File: config.mk
export PLATFORM = sky130hd
export DESIGN_NAME = utf8_to_ucs2_decoder_flat
export DESIGN_NICKNAME = d
export VERILOG_FILES = /design/src/hw/rtl/utd_pkg.sv /design/src/hw/rtl/utd_byte_if.sv /design/src/hw/rtl/utd_unit_if.sv /design/src/hw/rtl/utf8_to_ucs2_decoder.sv /design/src/flat_wrapper.sv
export VERILOG_INCLUDE_DIRS = /design/src /design/src/hw/rtl
export SDC_FILE = /design/constraint.sdc
export NUM_CORES = 1
export LEC_CHECK = 0
export BUFFER_PORTS_ARGS = -buffer_cell sky130_fd_sc_hd__buf_2
export CAP_MARGIN = 40
export CORE_UTILIZATION = 34
export DETAILED_ROUTE_END_ITERATION = 8
export PLACE_DENSITY = 0.53
export SLEW_MARGIN = 30
export SYNTH_ARGS = -nofsm -noshare
export SYNTH_HDL_FRONTEND = slang
export SYNTH_SLANG_ARGS = --single-unit
export TNS_END_PERCENT = 20
File: constraint.sdc
create_clock -name clk_i -period 3.4 [get_ports clk_i]
set_clock_uncertainty 0.15 [all_clocks]
set_input_delay 0.68 -clock clk_i [delete_from_list [all_inputs] [get_ports clk_i]]
set_output_delay 0.68 -clock clk_i [all_outputs]
set_load 0.02 [all_outputs]
File: src/hw/rtl/utf8_to_ucs2_decoder_assert.svh
// Assertion macros for the UTF-8 to UCS-2 decoder.
// Expects clk_i and rst_ni in the scope of the module that expands them.
`ifndef UTF8_TO_UCS2_DECODER_ASSERT_SVH
`define UTF8_TO_UCS2_DECODER_ASSERT_SVH

// Checked only while out of reset.
`define UTD_ASSERT(lbl, prop) \
  lbl: assert property (@(posedge clk_i) disable iff (!rst_ni) prop) \
    else $error("decoder assertion failed");

// Checked at every edge, reset included.
`define UTD_ASSERT_ALWAYS(lbl, prop) \
  lbl: assert property (@(posedge clk_i) prop) \
    else $error("decoder invariant violated");

`endif

File: src/hw/rtl/utd_pkg.sv
// Shared types and constants of the UTF-8 to UCS-2 decoder.
// No dependencies.
package utd_pkg;

  // Byte class masks and tags
  localparam logic [7:0] CONT_MASK  = 8'hC0;
  localparam logic [7:0] CONT_TAG   = 8'h80;
  localparam logic [7:0] LEAD2_MASK = 8'hE0;
  localparam logic [7:0] LEAD2_TAG  = 8'hC0;
  localparam logic [7:0] LEAD3_MASK = 8'hF0;
  localparam logic [7:0] LEAD3_TAG  = 8'hE0;

  localparam logic [15:0] COUNT_MAX = 16'hFFFF;

  // Result queue geometry
  localparam int RES_DEPTH = 4;
  localparam int RES_PTR_W = 2;

  typedef struct packed {
    logic [15:0] code_point;
    logic        is_end;
    logic [15:0] char_count;
  } utd_result_t;

endpackage

File: src/hw/rtl/utd_byte_if.sv
// Byte request channel of the decoder: valid/ready plus one UTF-8 byte.
// Depends on nothing but the handshake convention.
interface utd_byte_if;
  logic       valid;
  logic       ready;
  logic [7:0] data_byte;
  logic       end_of_buffer;

  modport source (output valid, output data_byte, output end_of_buffer, input ready);
  modport sink   (input valid, input data_byte, input end_of_buffer, output ready);
endinterface

File: src/hw/rtl/utd_unit_if.sv
// Result request channel of the decoder: valid/ready plus one code unit or end result.
// Depends on nothing but the handshake convention.
interface utd_unit_if;
  logic        valid;
  logic        ready;
  logic [15:0] code_point;
  logic        is_end;
  logic [15:0] char_count;

  modport source (output valid, output code_point, output is_end, output char_count,
                  input ready);
  modport sink   (input valid, input code_point, input is_end, input char_count,
                  output ready);
endinterface

File: src/hw/rtl/utf8_to_ucs2_decoder.sv
// Channel   | Dir | Payload                              | Handshake
// in_i      | in  | data_byte[7:0], end_of_buffer        | valid/ready
// out_o     | out | code_point[15:0], is_end, char_count | valid/ready
//
// One byte is decoded in the cycle it is accepted; results enter a 4-entry queue.
// Sustained rate is one byte per cycle, bounded by one result popped per cycle.
// A last byte that also completes a character pushes two results in one cycle.
// in_i.ready is high while the queue holds at most two results.
// rst_ni clears the decode state and empties the queue; no clearing pass.
`include "utf8_to_ucs2_decoder_assert.svh"

module utf8_to_ucs2_decoder
  import utd_pkg::*;
(
  input logic       clk_i,
  input logic       rst_ni,
  utd_byte_if.sink  in_i,
  utd_unit_if.source out_o
);

  typedef enum logic [1:0] {
    PEND_NONE = 2'd0,
    PEND_ONE  = 2'd1,
    PEND_TWO  = 2'd2
  } pend_e;

  pend_e          pend_q, pend_d;
  logic [15:0]    partial_q, partial_d;
  logic           halted_q, halted_d;
  logic [15:0]    count_q, count_inc;

  utd_result_t            res_mem_q [RES_DEPTH];
  logic [RES_PTR_W-1:0]   wr_ptr_q, rd_ptr_q;
  logic [RES_PTR_W:0]     fill_q;

  logic        in_fire, out_fire;
  logic        emit;
  logic [15:0] char_cp;
  logic [7:0]  byte_in;
  logic        last;
  utd_result_t char_res, end_res, first_res;
  logic        push_first, push_second;
  logic [1:0]  push_n;

  assign in_fire  = in_i.valid && in_i.ready;
  assign out_fire = out_o.valid && out_o.ready;
  assign byte_in  = in_i.data_byte;
  assign last     = in_i.end_of_buffer;

  assign in_i.ready = (fill_q <= (RES_PTR_W+1)'(RES_DEPTH - 2));

  // Decode one byte against the pending sequence
  always_comb begin
    pend_d    = pend_q;
    partial_d = partial_q;
    halted_d  = halted_q;
    emit      = 1'b0;
    char_cp   = '0;
    if (!halted_q) begin
      unique case (pend_q)
        PEND_NONE: begin
          if (!byte_in[7]) begin
            emit    = 1'b1;
            char_cp = {9'b0, byte_in[6:0]};
          end else if ((byte_in & LEAD2_MASK) == LEAD2_TAG) begin
            partial_d = {5'b0, byte_in[4:0], 6'b0};
            pend_d    = PEND_ONE;
          end else if ((byte_in & LEAD3_MASK) == LEAD3_TAG) begin
            partial_d = {byte_in[3:0], 12'b0};
            pend_d    = PEND_TWO;
          end else begin
            halted_d = 1'b1;
          end
        end
        default: begin
          if ((byte_in & CONT_MASK) != CONT_TAG) begin
            // drop the partial sequence
            halted_d  = 1'b1;
            pend_d    = PEND_NONE;
            partial_d = '0;
          end else if (pend_q == PEND_TWO) begin
            partial_d = partial_q | {4'b0, byte_in[5:0], 6'b0};
            pend_d    = PEND_ONE;
          end else begin
            emit      = 1'b1;
            char_cp   = partial_q | {10'b0, byte_in[5:0]};
            pend_d    = PEND_NONE;
            partial_d = '0;
          end
        end
      endcase
    end
  end

  assign count_inc = (emit && (count_q != COUNT_MAX)) ? count_q + 16'd1 : count_q;

  assign char_res  = '{code_point: char_cp, is_end: 1'b0, char_count: 16'd0};
  assign end_res   = '{code_point: 16'd0, is_end: 1'b1, char_count: count_inc};
  assign first_res = emit ? char_res : end_res;

  assign push_first  = in_fire && (emit || last);
  assign push_second = in_fire && emit && last;
  assign push_n      = {1'b0, push_first} + {1'b0, push_second};

  always_ff @(posedge clk_i or negedge rst_ni) begin
    if (!rst_ni) begin
      pend_q    <= PEND_NONE;
      partial_q <= '0;
      halted_q  <= 1'b0;
      count_q   <= '0;
      wr_ptr_q  <= '0;
      rd_ptr_q  <= '0;
      fill_q    <= '0;
    end else begin
      if (in_fire) begin
        if (last) begin
          // end of buffer: start the next one clean
          pend_q    <= PEND_NONE;
          partial_q <= '0;
          halted_q  <= 1'b0;
          count_q   <= '0;
        end else begin
          pend_q    <= pend_d;
          partial_q <= partial_d;
          halted_q  <= halted_d;
          count_q   <= count_inc;
        end
      end
      wr_ptr_q <= wr_ptr_q + RES_PTR_W'(push_n);
      if (out_fire) begin
        rd_ptr_q <= rd_ptr_q + RES_PTR_W'(1);
      end
      fill_q <= fill_q + (RES_PTR_W+1)'(push_n) - (RES_PTR_W+1)'(out_fire);
    end
  end

  always_ff @(posedge clk_i) begin
    if (push_first) begin
      res_mem_q[wr_ptr_q] <= first_res;
    end
    if (push_second) begin
      res_mem_q[wr_ptr_q + RES_PTR_W'(1)] <= end_res;
    end
  end

  assign out_o.valid      = (fill_q != '0);
  assign out_o.code_point = res_mem_q[rd_ptr_q].code_point;
  assign out_o.is_end     = res_mem_q[rd_ptr_q].is_end;
  assign out_o.char_count = res_mem_q[rd_ptr_q].char_count;

  `UTD_ASSERT_ALWAYS(a_fill_bound, !rst_ni || fill_q <= (RES_PTR_W+1)'(RES_DEPTH))
  `UTD_ASSERT(a_end_clears,
      (in_fire && last) |=> (pend_q == PEND_NONE && !halted_q && count_q == '0))
  `UTD_ASSERT(a_halt_no_partial, halted_q |-> (pend_q == PEND_NONE && partial_q == '0))
  `UTD_ASSERT(a_halted_silent,
      (in_fire && halted_q && !last) |=> (fill_q <= $past(fill_q)))

endmodule

File: src/flat_wrapper.sv
// flat-port wrapper written by rule: the top's interface ports become plain ports
module utf8_to_ucs2_decoder_flat import utd_pkg::*;
  (clk_i, rst_ni, in_i_valid, in_i_data_byte, in_i_end_of_buffer, in_i_ready, out_o_valid, out_o_code_point, out_o_is_end, out_o_char_count, out_o_ready);
  utd_byte_if in_i_i ();
  utd_unit_if out_o_i ();
  input logic clk_i;
  input logic rst_ni;
  input wire logic [$bits(in_i_i.valid)-1:0] in_i_valid;
  input wire logic [$bits(in_i_i.data_byte)-1:0] in_i_data_byte;
  input wire logic [$bits(in_i_i.end_of_buffer)-1:0] in_i_end_of_buffer;
  output wire logic [$bits(in_i_i.ready)-1:0] in_i_ready;
  output wire logic [$bits(out_o_i.valid)-1:0] out_o_valid;
  output wire logic [$bits(out_o_i.code_point)-1:0] out_o_code_point;
  output wire logic [$bits(out_o_i.is_end)-1:0] out_o_is_end;
  output wire logic [$bits(out_o_i.char_count)-1:0] out_o_char_count;
  input wire logic [$bits(out_o_i.ready)-1:0] out_o_ready;
  assign in_i_i.valid = in_i_valid;
  assign in_i_i.data_byte = in_i_data_byte;
  assign in_i_i.end_of_buffer = in_i_end_of_buffer;
  assign in_i_ready = in_i_i.ready;
  assign out_o_valid = out_o_i.valid;
  assign out_o_code_point = out_o_i.code_point;
  assign out_o_is_end = out_o_i.is_end;
  assign out_o_char_count = out_o_i.char_count;
  assign out_o_i.ready = out_o_ready;
  utf8_to_ucs2_decoder u_core (.clk_i(clk_i), .rst_ni(rst_ni), .in_i(in_i_i), .out_o(out_o_i));
endmodule
## After elaboration in Yosys (flattened, before gate mapping)

Memory sizes are Yosys's and may differ from the RTL's.
Index checks and enable logic that the tools add are counted.

| operators by class | value |
|---|---|
| equality and inequality tests | 8 |
| add/sub/neg operators | 7 |
| mux-type cells | 40 |
| order comparisons | 1 |
| bitwise logic cells | 2 |
| reduce and logical (&&, ||, !) cells | 10 |

Operator list:

| operator | count |
|---|---|
| 2-to-1 mux 16 bit | 14 |
| 2-to-1 mux 33 bit | 1 |
| 2-to-1 mux 1 bit | 17 |
| adder 16 x 1 -> 16 bit (second input constant) | 1 |
| != test 16 bit (second input constant) | 1 |
| bitwise OR 16 x 12 -> 16 bit | 1 |
| bitwise OR 16 x 6 -> 16 bit | 1 |
| 2-to-1 mux 2 bit | 7 |
| 2-to-1 mux 7 bit | 1 |
| logical AND 1 bit | 6 |
| adder 2 x 1 -> 2 bit (second input constant) | 2 |
| equality test 4 bit (second input constant) | 1 |
| != test 2 bit (second input constant) | 2 |
| != test 4 x 2 -> 1 bit (second input constant) | 1 |
| AND reduction 4 bit | 1 |
| adder 3 x 2 -> 3 bit | 1 |
| equality test 3 bit (second input constant) | 1 |
| <= comparator 3 x 2 -> 1 bit (second input constant) | 1 |
| != test 3 bit (second input constant) | 1 |
| nonzero test 3 bit | 1 |
| subtractor 3 x 1 -> 3 bit | 1 |
| adder 1 x 1 -> 2 bit | 1 |
| adder 2 bit | 1 |
| equality test 2 bit (second input constant) | 1 |
| other kinds (2) | 2 |

| word-level totals | value |
|---|---|
| register bits | 42 |
| memory bits (writable) | 132 |
| output and inout port bits | 35 |
| input port bits | 13 |
| memories kept | 1 |

Memories:

| name | words | bits a word | read ports | clocked after Yosys merged registers in | write ports | RTL line | source |
|---|---|---|---|---|---|---|---|
| u_core.res_mem_q | 4 | 33 | 1 | 0 | 2 | utf8_to_ucs2_decoder.sv:32 | `utd_result_t res_mem_q [RES_DEPTH];` |

## Longest topological paths before layout

| logic depth | value |
|---|---|
| depth after elaboration | 10 |
| depth in mapped cells | 13 |

## Worst setup path before layout

Ideal clock, no wire load.

| timing path | value |
|---|---|
| path type | input -> register |
| start point | input in_i_data_byte[6] |
| end point | register u_core.fill_q[2] |
| cell stages on the path | 11 |
| setup slack | 0.182 ns |
| data required time | 3.170 ns |
| arrival time | 2.988 ns |
| library setup time | 0.080 ns |
| cells stage by stage | buf_2 -> and4bb_2 -> buf_2 -> o2111ai_1 -> clkbuf_1 -> inv_1 -> ha_1 -> ha_1 -> fa_1 -> xnor2_1 -> xnor2_1 |

| on the way | value |
|---|---|
| cells in the longest elaborated chain, start to end | 9 |
| elaborated cells between the ends (all ways) | 11 |

Ends and longest elaborated chain:

| element | RTL line | source |
|---|---|---|
| from (decl) | flat_wrapper.sv:9 | `input wire logic [$bits(in_i_i.data_byte)-1:0] in_i_data_byte;` |
| != test 2 bit * | utf8_to_ucs2_decoder.sv:76 | `if ((byte_in & CONT_MASK) != CONT_TAG) begin` |
| 2-to-1 mux 1 bit * | utf8_to_ucs2_decoder.sv:76 |  |
| 2-to-1 mux 1 bit * | utf8_to_ucs2_decoder.sv:60 | `unique case (pend_q)` |
| 2-to-1 mux 1 bit * | utf8_to_ucs2_decoder.sv:59 | `if (!halted_q) begin` |
| logical OR 1 bit / logical AND 1 bit (equally long branches) | utf8_to_ucs2_decoder.sv:101, utf8_to_ucs2_decoder.sv:102 |  |
| logical AND 1 bit, on equally long branches | utf8_to_ucs2_decoder.sv:101, utf8_to_ucs2_decoder.sv:102 |  |
| adder 1 x 1 -> 2 bit * | utf8_to_ucs2_decoder.sv:103 | `assign push_n = {1'b0, push_first} + {1'b0, push_second};` |
| adder 3 x 2 -> 3 bit * | utf8_to_ucs2_decoder.sv:133 | `fill_q <= fill_q + (RES_PTR_W+1)'(push_n) - (RES_PTR_W+1)'(out_fire);` |
| subtractor 3 x 1 -> 3 bit * | utf8_to_ucs2_decoder.sv:133 |  |
| to (signal assigned) | utf8_to_ucs2_decoder.sv:133 |  |
| to (decl) | utf8_to_ucs2_decoder.sv:34 | `logic [RES_PTR_W:0] fill_q;` |

Every way passes the cells marked *; elsewhere a longest branch is shown, timed or not.
A chain may end at the register's enable or synchronous reset.

## Worst setup path after layout

| timing path | value |
|---|---|
| start point | register u_core.rd_ptr_q[1] |
| end point | output out_o_char_count[15] |

| on the way | value |
|---|---|
| cells in the longest elaborated chain, start to end | 1 |

Ends and longest elaborated chain:

| element | RTL line | source |
|---|---|---|
| from (decl) | utf8_to_ucs2_decoder.sv:33 | `logic [RES_PTR_W-1:0] wr_ptr_q, rd_ptr_q;` |
| from (signal assigned) | utf8_to_ucs2_decoder.sv:131 | `rd_ptr_q <= rd_ptr_q + RES_PTR_W'(1);` |
| memory read (4 x 33 bit) | -- |  |
| to (decl) | flat_wrapper.sv:15 | `output wire logic [$bits(out_o_i.char_count)-1:0] out_o_char_count;` |

Every way passes these cells.

==> run metrics <==
status=complete, no violations; fin cells=1247; Final period util=88.2%; final slew viol count=0; Comb pwr share=35.6%; Iter 0 DRT Violations=659; largest net degree at the start of global routing=36; Least-Margin Pin Slew=0.885 ns; Crit Path Class=reg2out; CTS clk-pin slew, worst paths=0.07 ns; first-pass GRT wire length=40500 um; Synthesized Nets=883; Final Hold Fails=0; Synth Flop Type=dfxtp_1; CTS sink count=168; worst-path fanout max=20; setup_tns=0 ns; sequential share of the synthesized area=48.2%; slowest cell delay on critical path=0.83 ns; Post-synth EDFFs=64; unrepaired setup endpoints after global routing=false; Clock Power Share=25.9%; number of global-route vias before repair=6828; overall die area=0.0262 mm2; Area Overhead vs Synth=16.3%; DR vias=7074; Flop pwr share=38.5%; CP Capture Type=output pin; TritonRoute pass-1 iters=5; most frequent cells in the layout=97 x nand3_1, 74 x o21ai_0, 68 x dfxtp_1; syn_area_per_cell=10.1 um2; final instance area=0.0101 mm2; maxcap violations=0; GPL Wtd Cong=0.895; core area=0.0251 mm2; CTS Buf Count=17; I/O pin cnt=48; CTS max path bufs=2; Synth Instances=863; post-route ant nets=0; TritonCTS clock tree=yes; Tot GR Track Use=20.4%; Overflow after GRT=0; LEAKAGE=3.72 nW; Starting Density=34.6%; Sw Ratio=39.1%; final setup fails=0; clock root cell=clkbuf_16; crit path buf inv count=2; pwr/cell area=760 mW/mm2; share of layout cells above drive strength 1=21.6%; Die Wd=162 um; Die Ht=162 um; Crit-path slowest cell=dfrtp_2; Placed Cells=1210; Yosys cell types=63; FMAX=334 MHz; Core Rows=58; commonest non-fill, non-tap cell in the layout=nand3_1; Async SR Flop Fraction=21.4%; initial antenna violation count=0; final WL=25800 um; internal power=0.00467 W; total chip power=0.00768 W; normalized max-slew margin=40.7%; Port Buf Inserts=47; Crit path max-delay family=flip-flops; Ys Warns=0; crit-path cells=buf_4 > mux4_2 > buf_2; Hold Crit Class=reg2reg; Hold Slack=0.305 ns; vias per cell=5.67; DP Area=0.00946 mm2; Final #Nets=924; Req. time, crit path=2.57 ns; startpoint types=flip-flop; NetSw=0.00301 W; Avg WL per Cell=20.7 um; DR DRC count=0; clk_lat worst skew=0.44 ns; VDD IR max=0.448 mV; DPL Wire Length=17900 um; post-synthesis cell area=0.00868 mm2; # Post-CTS Setup Buffers=0; Worst EP arrival=2.17 ns; CTS H-tree lvls=4; min Tclk post-route=3.00 ns; Diodes inserted=0; synthesized flop and latch total=168
-- cell usage after synthesis, types with 17 or more instances --
master,count,area (um2)
nand3_1,97,485
o21ai_0,74,370
dfxtp_1,68,1360
nand2_1,66,248
edfxtp_1,64,1920
clkbuf_1,61,229
a21oi_1,59,295
o31ai_1,37,278
dfrtp_1,36,901
mux4_2,33,743
or3_1,29,181
nor2_1,28,105
inv_1,24,90.1
nor3_1,17,85.1
-- area by class of cell --
class	count	area [um2]
inverter	25	93.8
multi-input combinational	589	4100
timing repair buffer	103	716
fill	2524	15000
sequential	168	4190
clock inverter	14	160
clock buffer	18	439
tap	330	413
-- sequential cells by signal (all words and copies together), names as in the netlist --
signal / flops
u_core.wr_ptr_q: 2
u_core.halted_q: 1
u_core.rd_ptr_q: 2
u_core.res_mem_q: 132
u_core.partial_q: 10
u_core.count_q: 16
u_core.pend_q: 2
u_core.fill_q: 3
-- power by group through the flow --
| stage | Clock (W) | Sequential [W] | Combinational, W |
|---|---|---|---|
| 6_report | 0.00199 | 0.00295 | 0.00274 |
| 5_1_grt | 0.00209 | 0.00302 | 0.00299 |
| 4_1_cts | 0.00201 | 0.00295 | 0.00275 |
| 3_5_place_dp | 0 | 0.00299 | 0.00274 |
| 3_3_place_gp | 0 | 0.00299 | 0.00270 |
| 2_1_floorplan | 0 | 0.00271 | 0.00209 |
-- layer usage --
metal  track usage (%)  share of wire [%]  vias to the layer above
li1                  -                  -                     3340
met2              31.3                 46                      207
met5                 0                  0                        -
met1              29.1                 47                     3492
met4              6.00                1.9                        0
met3              3.83                5.6                       35
-- final timing paths --
check | endpoint | startpoint | slack, ns | depth (start not counted)
worst max-delay path | out_o_char_count[15] | u_core.rd_ptr_q[1] | 0.40 | 3
worst min register to register | u_core.res_mem_q[1][19] | u_core.res_mem_q[1][19] | 0.31 | 2
worst min-delay path | u_core.res_mem_q[1][19] | u_core.res_mem_q[1][19] | 0.31 | 2
max in group asynchronous | u_core.count_q[14] | rst_ni | 2.11 | 4
worst max register to register | u_core.res_mem_q[3][10] | u_core.pend_q[0] | 0.56 | 8
min in group asynchronous | u_core.partial_q[9] | rst_ni | 0.45 | 2
-- worst register-to-register path, stage by stage, from the launching register on --
cell      delay, ns
dfrtp_1        0.54
and4bb_2       0.31
buf_4          0.18
nor2_1         0.09
clkbuf_4       0.22
nor3_1         0.62
buf_4          0.26
a21oi_1        0.07
o21ai_0        0.22
-- stage by stage --
stage	utilization [%]	worst slack, ns
floorplan	-	0.182
finish	40.2	0.403
global route	40.2	0.286
detailed placement	37.7	0.231
CTS	40.1	0.350
global placement	37.5	0.210
-- cells by family after synthesis --
logic type / Yosys count / share of synthesized area (%)
and+or+nand+nor: 305 / 18.7
AOI/OAI and AO/OA: 221 / 16.0
DFF: 168 / 48.2
buffers and inverters: 106 / 4.87
muxes: 50 / 10.5
adders and majority gates: 7 / 1.09
xor gates and xnor gates: 6 / 0.605
-- timing repair --
action | 4_1_cts | 5_1_grt
resized for setup | 0 | 0
hold buffers | 1 | 0
endpoints found under the hold margin | 5 | 0
(Power assumes the default switching activity.)
